[config.mk]
export PLATFORM = sky130hd
export DESIGN_NAME = base64_stream_codec
export DESIGN_NICKNAME = d
export VERILOG_FILES = /design/src/b64sc_pkg.sv /design/src/b64sc_front.sv /design/src/b64sc_queue.sv /design/src/b64sc_back.sv /design/src/base64_stream_codec.sv
export SDC_FILE = /design/constraint.sdc
export NUM_CORES = 1
export LEC_CHECK = 0
export BUFFER_PORTS_ARGS = -buffer_cell sky130_fd_sc_hd__buf_4
export CORE_ASPECT_RATIO = 2
export CORE_MARGIN = 5
export CORE_UTILIZATION = 30
export DETAILED_ROUTE_END_ITERATION = 8
export PLACE_DENSITY = 0.43
export SYNTH_ARGS = -nofsm -noshare
export SYNTH_HDL_FRONTEND = slang
export SYNTH_SLANG_ARGS = --single-unit
[constraint.sdc]
create_clock -name clk_i -period 8.2 [get_ports clk_i]
set_clock_uncertainty 0.1 [all_clocks]
set_input_delay 1.64 -clock clk_i [delete_from_list [all_inputs] [get_ports clk_i]]
set_output_delay 1.64 -clock clk_i [all_outputs]
set_load 0.05 [all_outputs]
[src/b64sc_pkg.sv]
`timescale 1ns / 1ps

package b64sc_pkg;

  // Configuration register indexes.
  localparam logic [1:0] CfgDirection = 2'd0;
  localparam logic [1:0] CfgAlphabet  = 2'd1;

  // The pad character.
  localparam logic [7:0] PadChar = 8'h3D;

  // What the back end does with a finished group.
  typedef enum logic [1:0] {
    JobEncode,
    JobDecode,
    JobBadLen
  } job_kind_e;

  // One finished group, handed from the front end to the back end.
  typedef struct packed {
    logic [23:0] group;  // collected bytes or sextets, first item highest
    job_kind_e   kind;
    logic [2:0]  nres;   // number of results to emit, 1 to 4
    logic [2:0]  keep;   // encode: characters before the pad characters
    logic        last;   // group closes the message
  } job_t;

  // Map a sextet to its alphabet character.
  function automatic logic [7:0] sextet_to_char(logic [5:0] s, logic url);
    logic [7:0] c;
    c = '0;
    if (s < 6'd26) begin
      c = 8'h41 + {2'b00, s};
    end else if (s < 6'd52) begin
      c = 8'h61 + {2'b00, s} - 8'd26;
    end else if (s < 6'd62) begin
      c = 8'h30 + {2'b00, s} - 8'd52;
    end else if (s == 6'd62) begin
      c = url ? 8'h2D : 8'h2B;
    end else begin
      c = url ? 8'h5F : 8'h2F;
    end
    return c;
  endfunction

  // Map a character to its sextet; anything outside the alphabet gives zero.
  function automatic logic [5:0] char_to_sextet(logic [7:0] c, logic url);
    logic [5:0] s;
    s = '0;
    if (c >= 8'h41 && c <= 8'h5A) begin
      s = 6'(c - 8'h41);
    end else if (c >= 8'h61 && c <= 8'h7A) begin
      s = 6'(c - 8'h61 + 8'd26);
    end else if (c >= 8'h30 && c <= 8'h39) begin
      s = 6'(c - 8'h30 + 8'd52);
    end else if (url && c == 8'h2D) begin
      s = 6'd62;
    end else if (url && c == 8'h5F) begin
      s = 6'd63;
    end else if (!url && c == 8'h2B) begin
      s = 6'd62;
    end else if (!url && c == 8'h2F) begin
      s = 6'd63;
    end
    return s;
  endfunction

endpackage

[src/b64sc_front.sv]
`timescale 1ns / 1ps

module b64sc_front (
  input  logic             clk_i,
  input  logic             rst_ni,
  input  logic             cfg_we_i,
  input  logic [1:0]       cfg_index_i,
  input  logic             cfg_data_i,
  input  logic             in_valid_i,
  output logic             in_stall_o,
  input  logic [7:0]       data_in_i,
  input  logic             is_last_i,
  input  logic             full_i,
  output logic             push_o,
  output b64sc_pkg::job_t  job_o,
  output logic             alphabet_o
);
  import b64sc_pkg::*;

  logic        dir_q;
  logic        alpha_q;
  logic [23:0] gb_q, gb_d;
  logic [1:0]  cnt_q, cnt_d;
  logic        tp_q, tp_d;

  logic        accept;
  logic        is_pad;
  logic [5:0]  sextet;
  logic [1:0]  enc_n;
  logic [23:0] enc_bits;
  logic [23:0] dec_bits;

  // The front end holds off a request while the queue has no room.
  assign in_stall_o = full_i;
  assign accept     = in_valid_i && !in_stall_o;
  assign alphabet_o = alpha_q;

  assign is_pad = (data_in_i == PadChar);
  assign sextet = is_pad ? 6'd0 : char_to_sextet(data_in_i, alpha_q);
  assign enc_n  = (cnt_q == 2'd3) ? 2'd2 : cnt_q;

  // Place the new byte or sextet into the group, first item highest.
  always_comb begin
    case (enc_n)
      2'd0:    enc_bits = gb_q | {data_in_i, 16'b0};
      2'd1:    enc_bits = gb_q | {8'b0, data_in_i, 8'b0};
      default: enc_bits = gb_q | {16'b0, data_in_i};
    endcase
    case (cnt_q)
      2'd0:    dec_bits = gb_q | {sextet, 18'b0};
      2'd1:    dec_bits = gb_q | {6'b0, sextet, 12'b0};
      2'd2:    dec_bits = gb_q | {12'b0, sextet, 6'b0};
      default: dec_bits = gb_q | {18'b0, sextet};
    endcase
  end

  // Collect items and hand a finished group to the queue.
  always_comb begin
    gb_d   = gb_q;
    cnt_d  = cnt_q;
    tp_d   = tp_q;
    push_o = 1'b0;
    job_o  = '{group: '0, kind: JobEncode, nres: 3'd1, keep: 3'd0, last: 1'b0};
    if (cfg_we_i && cfg_index_i == CfgDirection) begin
      gb_d  = '0;
      cnt_d = '0;
      tp_d  = 1'b0;
    end else if (accept) begin
      if (!dir_q) begin
        if (enc_n != 2'd2 && !is_last_i) begin
          gb_d  = enc_bits;
          cnt_d = enc_n + 2'd1;
        end else begin
          push_o     = 1'b1;
          job_o.group = enc_bits;
          job_o.kind  = JobEncode;
          job_o.nres  = 3'd4;
          job_o.keep  = {1'b0, enc_n} + 3'd2;
          job_o.last  = is_last_i;
          gb_d  = '0;
          cnt_d = '0;
          tp_d  = 1'b0;
        end
      end else begin
        if (cnt_q == 2'd3) begin
          // A full quad; the final one drops a byte for each trailing pad.
          push_o      = 1'b1;
          job_o.group = dec_bits;
          job_o.kind  = JobDecode;
          job_o.nres  = 3'd3 - {2'b00, is_last_i & is_pad} - {2'b00, is_last_i & tp_q};
          job_o.last  = is_last_i;
          gb_d  = '0;
          cnt_d = '0;
          tp_d  = 1'b0;
        end else if (is_last_i) begin
          // The message ends inside a quad.
          push_o     = 1'b1;
          job_o.kind = JobBadLen;
          job_o.nres = 3'd1;
          job_o.last = 1'b1;
          gb_d  = '0;
          cnt_d = '0;
          tp_d  = 1'b0;
        end else begin
          gb_d  = dec_bits;
          cnt_d = cnt_q + 2'd1;
          if (cnt_q == 2'd2) begin
            tp_d = is_pad;
          end
        end
      end
    end
  end

  // Configuration and group state.
  always_ff @(posedge clk_i or negedge rst_ni) begin
    if (!rst_ni) begin
      dir_q   <= 1'b0;
      alpha_q <= 1'b0;
      gb_q    <= '0;
      cnt_q   <= '0;
      tp_q    <= 1'b0;
    end else begin
      if (cfg_we_i && cfg_index_i == CfgDirection) begin
        dir_q <= cfg_data_i;
      end
      if (cfg_we_i && cfg_index_i == CfgAlphabet) begin
        alpha_q <= cfg_data_i;
      end
      gb_q  <= gb_d;
      cnt_q <= cnt_d;
      tp_q  <= tp_d;
    end
  end

  // Encoding never collects more than two bytes before a group closes.
  a_enc_count: assert property (@(posedge clk_i) disable iff (!rst_ni)
    !dir_q |-> cnt_q != 2'd3)
    else $error("encode group count out of range");

endmodule

[src/b64sc_queue.sv]
`timescale 1ns / 1ps

module b64sc_queue #(
  parameter int Depth = 2
) (
  input  logic             clk_i,
  input  logic             rst_ni,
  input  logic             push_i,
  input  b64sc_pkg::job_t  job_i,
  output logic             full_o,
  input  logic             pop_i,
  output b64sc_pkg::job_t  job_o,
  output logic             empty_o
);
  import b64sc_pkg::*;

  localparam int PtrW = (Depth > 1) ? $clog2(Depth) : 1;
  localparam int CntW = $clog2(Depth + 1);
  localparam logic [PtrW-1:0] LastPtr = PtrW'(Depth - 1);
  localparam logic [CntW-1:0] FullCnt = CntW'(Depth);

  job_t            mem_q [Depth];
  logic [PtrW-1:0] wr_ptr_q;
  logic [PtrW-1:0] rd_ptr_q;
  logic [CntW-1:0] count_q;

  assign full_o  = (count_q == FullCnt);
  assign empty_o = (count_q == '0);
  assign job_o   = mem_q[rd_ptr_q];

  // Group storage.
  always_ff @(posedge clk_i) begin
    if (push_i) begin
      mem_q[wr_ptr_q] <= job_i;
    end
  end

  // Pointers and fill count.
  always_ff @(posedge clk_i or negedge rst_ni) begin
    if (!rst_ni) begin
      wr_ptr_q <= '0;
      rd_ptr_q <= '0;
      count_q  <= '0;
    end else begin
      if (push_i) begin
        wr_ptr_q <= (wr_ptr_q == LastPtr) ? '0 : wr_ptr_q + 1'b1;
      end
      if (pop_i) begin
        rd_ptr_q <= (rd_ptr_q == LastPtr) ? '0 : rd_ptr_q + 1'b1;
      end
      if (push_i && !pop_i) begin
        count_q <= count_q + 1'b1;
      end else if (pop_i && !push_i) begin
        count_q <= count_q - 1'b1;
      end
    end
  end

  a_no_overflow: assert property (@(posedge clk_i) disable iff (!rst_ni)
    push_i |-> !full_o)
    else $error("group queue written while full");

  a_no_underflow: assert property (@(posedge clk_i) disable iff (!rst_ni)
    pop_i |-> !empty_o)
    else $error("group queue read while empty");

endmodule

[src/b64sc_back.sv]
`timescale 1ns / 1ps

module b64sc_back (
  input  logic             clk_i,
  input  logic             rst_ni,
  input  logic             alphabet_i,
  input  b64sc_pkg::job_t  job_i,
  input  logic             empty_i,
  output logic             pop_o,
  output logic             out_valid_o,
  input  logic             out_stall_i,
  output logic [7:0]       data_out_o,
  output logic             out_last_o,
  output logic             bad_length_o
);
  import b64sc_pkg::*;

  logic [1:0] idx_q;
  logic       valid_q;
  logic [7:0] data_q;
  logic       last_q;
  logic       bad_q;

  logic       advance;
  logic       final_res;
  logic [5:0] sext;
  logic [7:0] byte_sel;
  logic [7:0] data_d;
  logic       bad_d;

  // The output register takes a new result when empty or when taken.
  assign advance   = !valid_q || !out_stall_i;
  assign final_res = ({1'b0, idx_q} == job_i.nres - 3'd1);
  assign pop_o     = advance && !empty_i && final_res;

  // Pick the current result of the head group.
  always_comb begin
    case (idx_q)
      2'd0:    sext = job_i.group[23:18];
      2'd1:    sext = job_i.group[17:12];
      2'd2:    sext = job_i.group[11:6];
      default: sext = job_i.group[5:0];
    endcase
    case (idx_q)
      2'd0:    byte_sel = job_i.group[23:16];
      2'd1:    byte_sel = job_i.group[15:8];
      default: byte_sel = job_i.group[7:0];
    endcase
    bad_d = 1'b0;
    case (job_i.kind)
      JobEncode: begin
        data_d = ({1'b0, idx_q} < job_i.keep) ? sextet_to_char(sext, alphabet_i) : PadChar;
      end
      JobDecode: begin
        data_d = byte_sel;
      end
      default: begin
        data_d = '0;
        bad_d  = 1'b1;
      end
    endcase
  end

  // Result index and output register.
  always_ff @(posedge clk_i or negedge rst_ni) begin
    if (!rst_ni) begin
      idx_q   <= '0;
      valid_q <= 1'b0;
      data_q  <= '0;
      last_q  <= 1'b0;
      bad_q   <= 1'b0;
    end else if (advance) begin
      valid_q <= !empty_i;
      if (!empty_i) begin
        data_q <= data_d;
        last_q <= job_i.last && final_res;
        bad_q  <= bad_d;
        idx_q  <= final_res ? 2'd0 : idx_q + 2'd1;
      end
    end
  end

  assign out_valid_o  = valid_q;
  assign data_out_o   = data_q;
  assign out_last_o   = last_q;
  assign bad_length_o = bad_q;

  a_bad_is_last: assert property (@(posedge clk_i) disable iff (!rst_ni)
    valid_q && bad_q |-> last_q)
    else $error("bad length result not marked last");

  a_idx_range: assert property (@(posedge clk_i) disable iff (!rst_ni)
    !empty_i |-> {1'b0, idx_q} < job_i.nres)
    else $error("result index beyond group size");

endmodule

[src/base64_stream_codec.sv]
`timescale 1ns / 1ps

// Streaming Base64 codec, standard or URL-safe alphabet.
// Input channel: in_valid_i / in_stall_o with data_in_i and is_last_i; a
// request moves at a clock edge with valid high and stall low. Output
// channel: out_valid_o / out_stall_i with data_out_o, out_last_o and
// bad_length_o. Configuration: cfg_we_i writes cfg_data_i to register
// cfg_index_i (0 direction, 1 alphabet); write only while idle.
// Encoding takes bytes and gives four characters per three bytes, padded
// on the last byte; decoding takes characters and gives up to three bytes
// per quad. The front end collects a group and pushes it into a small queue;
// the back end emits one result per cycle from the queue head while the
// receiver does not stall. With an empty queue, a group's first result is
// registered after the group is written into the queue. Throughput is set
// by the one-result-per-cycle output register: encode gives four
// characters per three bytes, decode one character per cycle. Input is
// taken every cycle while the queue has room.
// Reset clears the group state, the queue and both configuration registers.
// When the receiver stalls, the current result holds, the queue fills, and
// then in_stall_o rises.
module base64_stream_codec #(
  parameter int QueueDepth = 2
) (
  input  logic       clk_i,
  input  logic       rst_ni,
  input  logic       cfg_we_i,
  input  logic [1:0] cfg_index_i,
  input  logic       cfg_data_i,
  input  logic       in_valid_i,
  output logic       in_stall_o,
  input  logic [7:0] data_in_i,
  input  logic       is_last_i,
  output logic       out_valid_o,
  input  logic       out_stall_i,
  output logic [7:0] data_out_o,
  output logic       out_last_o,
  output logic       bad_length_o
);
  import b64sc_pkg::*;

  logic push;
  logic full;
  logic pop;
  logic empty;
  logic alphabet;
  job_t job_in;
  job_t job_head;

  b64sc_front u_front (
    .clk_i       (clk_i),
    .rst_ni      (rst_ni),
    .cfg_we_i    (cfg_we_i),
    .cfg_index_i (cfg_index_i),
    .cfg_data_i  (cfg_data_i),
    .in_valid_i  (in_valid_i),
    .in_stall_o  (in_stall_o),
    .data_in_i   (data_in_i),
    .is_last_i   (is_last_i),
    .full_i      (full),
    .push_o      (push),
    .job_o       (job_in),
    .alphabet_o  (alphabet)
  );

  b64sc_queue #(
    .Depth (QueueDepth)
  ) u_queue (
    .clk_i   (clk_i),
    .rst_ni  (rst_ni),
    .push_i  (push),
    .job_i   (job_in),
    .full_o  (full),
    .pop_i   (pop),
    .job_o   (job_head),
    .empty_o (empty)
  );

  b64sc_back u_back (
    .clk_i        (clk_i),
    .rst_ni       (rst_ni),
    .alphabet_i   (alphabet),
    .job_i        (job_head),
    .empty_i      (empty),
    .pop_o        (pop),
    .out_valid_o  (out_valid_o),
    .out_stall_i  (out_stall_i),
    .data_out_o   (data_out_o),
    .out_last_o   (out_last_o),
    .bad_length_o (bad_length_o)
  );

endmodule
# ---- After elaboration in Yosys (flattened, before gate mapping)
# Memories as Yosys holds them, arrays and structs flattened.
# Cells that the tools add are included.
# Widths: inputs -> output; s select.
dict set report word_totals {
  regBits 46
  ramBits 66
  inputBits 17
  out_inout_bits 12
  elab_cells 174
  n_memories 1
}
dict set report op_classes {
  n_addsub 21
  magnitude_cmp 10
  n_eq_ne 19
  muxes 64
  bitwise 10
  n_reduce_logical 36
}
# name words word_bits read_ports rd_clocked_by_memory_dff wr line
set mem_list {}
lappend mem_list {u_queue.mem_q 2 33 1 0 1 b64sc_queue.sv:22} ;# job_t mem_q [Depth];
# operator count
set op_table {}
lappend op_table {{$mux 24} 7}
lappend op_table {{$mux 33} 3}
lappend op_table {{$pmux 24 s3} 1}
lappend op_table {{$mux 6} 8}
lappend op_table {{$or 24x24->24} 2}
lappend op_table {{$pmux 24 s2} 1}
lappend op_table {{$mux 8} 5}
lappend op_table {{$eq 8x6->1 const B} 4}
lappend op_table {{$pmux 8 s2} 2}
lappend op_table {{$mux 29} 1}
lappend op_table {{$or 24x12->24} 1}
lappend op_table {{$or 24x16->24} 1}
lappend op_table {{$or 24x18->24} 1}
lappend op_table {{$or 24x6->24} 1}
lappend op_table {{$or 24x8->24} 1}
lappend op_table {{$mux 1} 20}
lappend op_table {{$mux 2} 10}
lappend op_table {{$pmux 6 s3} 1}
lappend op_table {{$add 7x6->8 const A} 2}
lappend op_table {{$ge 8x7->1 const B} 2}
lappend op_table {{$le 8x7->1 const B} 2}
lappend op_table {{$logic_and 1x1->1} 16}
lappend op_table {{$logic_not 2->1} 6}
lappend op_table {{$lt 6x6->1 const B} 2}
lappend op_table {{37 further kinds} 60}

# ---- Depth between registers and ports, before layout
dict set report logic_depth {
  word_depth 17
  mapped_depth 14
  depth_no_buf 12
}

# ---- Modules after synthesis
# From an unflattened synthesis, not the netlist that was laid out.
dict set report hier_totals {
  hier_cells 614
  area_unflattened_um2 6697.7
}
# mod n_inst cells_per_inst area_per_inst_um2 seq_area_each_um2
set by_module_without_submodules {}
lappend by_module_without_submodules {b64sc_queue 1 119 2720.1 2082.0}
lappend by_module_without_submodules {b64sc_front 1 306 2487.4 725.7}
lappend by_module_without_submodules {b64sc_back 1 189 1490.2 325.3}

# ---- Worst setup path after synthesis
# No wires, ideal clock.
dict set report synth_path {
  path_type {input-to-reg}
  from {input port cfg_we_i}
  to {memory u_queue.mem_q[0][0] (netlist bit) (enable)}
  setup_time_ps 464
  arrival_time_ps 4446
  required_time_ps 7636
  setup_slack_ps 3190
  path_stages 3
  path_buffers 0
  cell_sequence {nor3b_1 nand3b_1 nor3_1}
}
dict set report synth_between {
  elab_chain_cells 4
}
# element line
set synth_rtl {}
lappend synth_rtl {{from (decl)} base64_stream_codec.sv:26} ;# input logic cfg_we_i,
lappend synth_rtl {{$logic_and 1x1->1} b64sc_front.sv:64} ;# if (cfg_we_i && cfg_index_i == CfgDirection) begin
lappend synth_rtl {{$mux 1} b64sc_front.sv:64}
lappend synth_rtl {{$mux 1} b64sc_queue.sv:33} ;# if (push_i) begin
lappend synth_rtl {{$mux 1 (not written as such)} b64sc_queue.sv:34} ;# mem_q[wr_ptr_q] <= job_i;
lappend synth_rtl {{to (decl)} b64sc_queue.sv:22}
# Every way passes these cells.

# ---- Final worst setup path
dict set report layout_path {
  from {input port cfg_index_i[1]}
  to {register u_front.gb_q[16]}
}
dict set report layout_between {
  elab_chain_cells 3
  word_cells_on_any_way 4
  classes_between {1 x mux; 3 x reduce/logical}
}
# element line
set layout_rtl {}
lappend layout_rtl {{from (decl)} base64_stream_codec.sv:27} ;# input logic [1:0] cfg_index_i,
lappend layout_rtl {{$logic_not 2->1 *} b64sc_front.sv:64}
lappend layout_rtl {{$logic_and 1x1->1 *} b64sc_front.sv:64}
lappend layout_rtl {{$mux 24 or $reduce_bool 2->1 (tied branches)} n/a}
lappend layout_rtl {{to (signal assigned)} b64sc_front.sv:130} ;# gb_q <= gb_d;
lappend layout_rtl {{to (decl)} b64sc_front.sv:22} ;# logic [23:0] gb_q, gb_d;
# Every way passes the cells marked *; elsewhere a longest branch is shown, timed or not.
# A chain may end at the register's enable or synchronous reset.

==> summary.md <==
| Metric | Value |
|---|---|
| Status | finished clean |
| First-pass GRT wire length | approximately 31 mm |
| Most frequent cells in the layout | 66 x edfxtp_1, 65 x nor2_1, 60 x a21oi_1 |
| Area Overhead vs Synth | 11.7% |
| Std cell rows | 77 |
| Maximum buffer depth of the clock tree | 2 |
| DRT iter0 DRCs | approximately 290 |
| GRT Total Usage | 16.4% |
| Part of the cycle the worst path needs | between 50% and 60% |
| Max rail drop VDD | 0.000125 V |
| Startpoint Class | primary input |
| Minimum clock period | 4.33 ns |
| Post-CTS setup buffer count | 0 |
| Worst Tran Pin Value | around 1.2 ns |
| Seq/Total Area, Yosys | 47.4% |
| MaxCap Viol Count | 0 |
| Met2 Use GR | a little under a third |
| Netlist cell types | 69 |
| Nets | 711 |
| Total grt overflow | 0 |
| GRT busiest layer | met2 |
| Layout cells sized above 1 | 11.2% |
| R2R cell count | 11 |
| GPL Wtd Cong | approximately 0.9 |
| Most common cell after layout, fill and taps aside | edfxtp_1 |
| Arrival time at the worst endpoint | 4.42 ns |
| Detailed-route via count | roughly 5300 |
| Syn_area_per_cell | just over 10 µm² |
| Worst Hold Depth | 2 |
| Max H-tree Level | 3 |
| Initial antenna violation count | 0 |
| DRC viols | 0 |
| Setup_tns | 0 ns |
| Yosys Warn Count | 0 |
| DP HPWL | between 15 and 20 mm |
| RSZ-0062 raised after global routing | no |
| Total chip power | approximately 2.8 mW |
| CP Capture Type | flop |
| Routed WL per cell | roughly 21 µm |
| Slew HR | about a fifth |
| Vias in the first global route | 5508 |
| Peak Freq | 231 MHz |
| Final slew viol count | 0 |
| CTS tree | yes |
| TritonCTS Buffers | 9 |
| Final setup viols | 0 |
| Total core area | 0.0220 mm² |
| Port buffer count | 28 |
| Seq cells post-synth | between 100 and 150 |
| Hold Violations, Final | 0 |
| FFs w/ async S/R, synth | approximately two fifths |
| Worst skew pair latency | 0.36 ns |
| Top-area cell type share of the netlist area | ~30% |
| Setup CP Type | primary input to flop |
| Post-cts resize count | 0 |
| CTS root buf | clkbuf_16 |
| Reg clk slew, reported paths | 0.07 ns |
| Die W | roughly 120 µm |
| Syn_nets | 699 |
| Worst Path Max Fanout | 17 |
| Post-CTS Hold Buffers | 0 |
| Initial core utilization | ~30% |
| Die height | around 220 µm |
| Clk sinks | about 110 |
| DR pass1 iterations | 5 |
| Largest net degree at the start of global routing | 47 |
| Top_reg_cell synth | edfxtp_1 |
| Synth area leaders | edfxtp_1 30%, dfrtp_1 17%, ha_1 6.1%, a21oi_1 4.5%, nor2_1 3.7% |
| PwrDens | roughly 380 mW/mm² |
| Vias/cell | around 5.6 |
| Antenna diode count | 0 |
| Mapped Cells | between 600 and 700 |
| P_leak | about 2.8 nW |
| M1 GR Usage | between 15 and 20% |
| Type of the most critical hold path | flop to flop |
| Mapped Area | between 0.006 and 0.007 mm² |
| Io pins | 29 |
| Die area | 0.0253 mm² |
| Grt met3 use | 2.17% |
| Data required, critical path | between 8 and 9 ns |
| Antenna Violating Nets Remaining | 0 |
| WL final | between 20 and 25 mm |
| Area leader, netlist | edfxtp_1 |
| Number of synthesized flops with an enable pin | 66 |
cell usage after synthesis, types with 3 or more instances:
| library cell | number |
|---|---|
| and2_1 | 8 |
| nor2b_1 | 8 |
| mux2_1 | 12 |
| a32oi_4 | 3 |
| a31oi_1 | 11 |
| o21ai_1 | 13 |
| buf_6 | 3 |
| nand3b_1 | 3 |
| ha_1 | 32 |
| clkbuf_1 | 23 |
| nand2b_1 | 7 |
| a221oi_1 | 5 |
| buf_2 | 3 |
| and3_1 | 5 |
| nor3_1 | 16 |
| o31ai_1 | 3 |
| a22o_1 | 7 |
| nor2_1 | 65 |
| xnor2_1 | 11 |
| a32oi_1 | 3 |
| mux2_2 | 11 |
| a211oi_1 | 4 |
| a222oi_1 | 4 |
| o21bai_1 | 3 |
| inv_2 | 5 |
| mux2i_1 | 12 |
| nand3_1 | 14 |
| a22oi_1 | 13 |
| dfrtp_1 | 46 |
| o21ai_0 | 23 |
| o22ai_1 | 16 |
| nand2_1 | 52 |
| a21o_1 | 3 |
| edfxtp_1 | 66 |
| inv_1 | 21 |
| a221o_1 | 4 |
| a311oi_1 | 4 |
| a21oi_1 | 60 |
| o211ai_1 | 3 |
| nand4_1 | 7 |
| xor2_1 | 4 |
sequential cells by signal, summed over array words and instances, names as in the netlist:
register             count
u_queue.mem_q           66
u_queue.rd_ptr_q         1
u_front.alphabet_o       1
u_back.bad_length_o      1
u_back.idx_q             2
u_front.dir_q            1
u_back.out_last_o        1
u_queue.wr_ptr_q         1
u_front.cnt_q            2
u_back.data_out_o        8
u_queue.count_q          2
u_front.tp_q             1
u_front.gb_q            24
u_back.out_valid_o       1
layer usage:
| layer | vias up | share of wire, % |
|---|---|---|
| met3 | 71 | 2.9 |
| met1 | 2568 | 33 |
| met4 | 0 | 6.9 |
| met2 | 164 | 57 |
| li1 | 2453 | - |
| met5 | - | 0 |
logic make-up (layout without fill, tap and decap cells):
logic type	count (synthesis)	after routing	synth area share, %
and+or+nand+nor	199	199	14.6
buffers and inverters	58	75	3.69
muxes	36	36	5.96
adders and majority gates	32	32	6.05
xor gates and xnor gates	15	15	1.99
DFF	112	112	47.4
AOI/OAI and AO/OA	198	198	20.4
through the flow:
stage | worst slack (ns) | utilization (%) | hold WS, ns | cells | cell area (µm²)
after floorplan | 3.19 | - | 0.356 | 650 | 6620
after global placement | 3.59 | 32.2 | 0.385 | 927 | 7060
after detailed placement | 3.48 | 32.2 | 0.389 | 927 | 7060
after CTS | 3.86 | 33.6 | 0.406 | 943 | 7390
after global routing | 3.56 | 33.6 | 0.415 | 943 | 7390
final | 3.87 | 33.6 | 0.403 | 943 | 7390
cell type report:
class                   instances  area, µm²
inverters                      27        101
flip-flops and latches        112       3130
well taps                     276        345
multi-input cells             480       3240
fillers                      2256      14600
clock inverters                 4       76.3
clock buffers                  12        246
repair buffers                 32        240
final timing paths:
check | startpoint | endpoint | slack (ns)
max in group asynchronous | rst_ni | u_front.gb_q[3] | 6.31
min | u_back.data_out_o[4] | u_back.data_out_o[4] | 0.40
max | cfg_index_i[1] | u_front.gb_q[16] | 3.87
min reg2reg | u_back.data_out_o[4] | u_back.data_out_o[4] | 0.40
min in group asynchronous | rst_ni | u_queue.count_q[1] | 1.21
max reg2reg | u_back.idx_q[0] | u_back.data_out_o[2] | 4.05
critical path, cell delays in order:
cell and delay (ns):
buf_4 0.11, nor3b_1 0.49, nand3b_1 0.65, nor2_1 0.31
a21oi_1 0.99, o22ai_1 0.22
power by group:
| group | switching [mW] | total (mW) | internal, mW | leakage (nW) |
|---|---|---|---|---|
| Combinational | 0.976 | 1.48 | 0.503 | 1.41 |
| Clock | 0.203 | 0.481 | 0.278 | 0.153 |
| Sequential | 0.0828 | 0.817 | 0.734 | 1.22 |
| Total | 1.26 | 2.78 | 1.52 | 2.78 |
No activity file was read; power rests on OpenSTA's default activity.
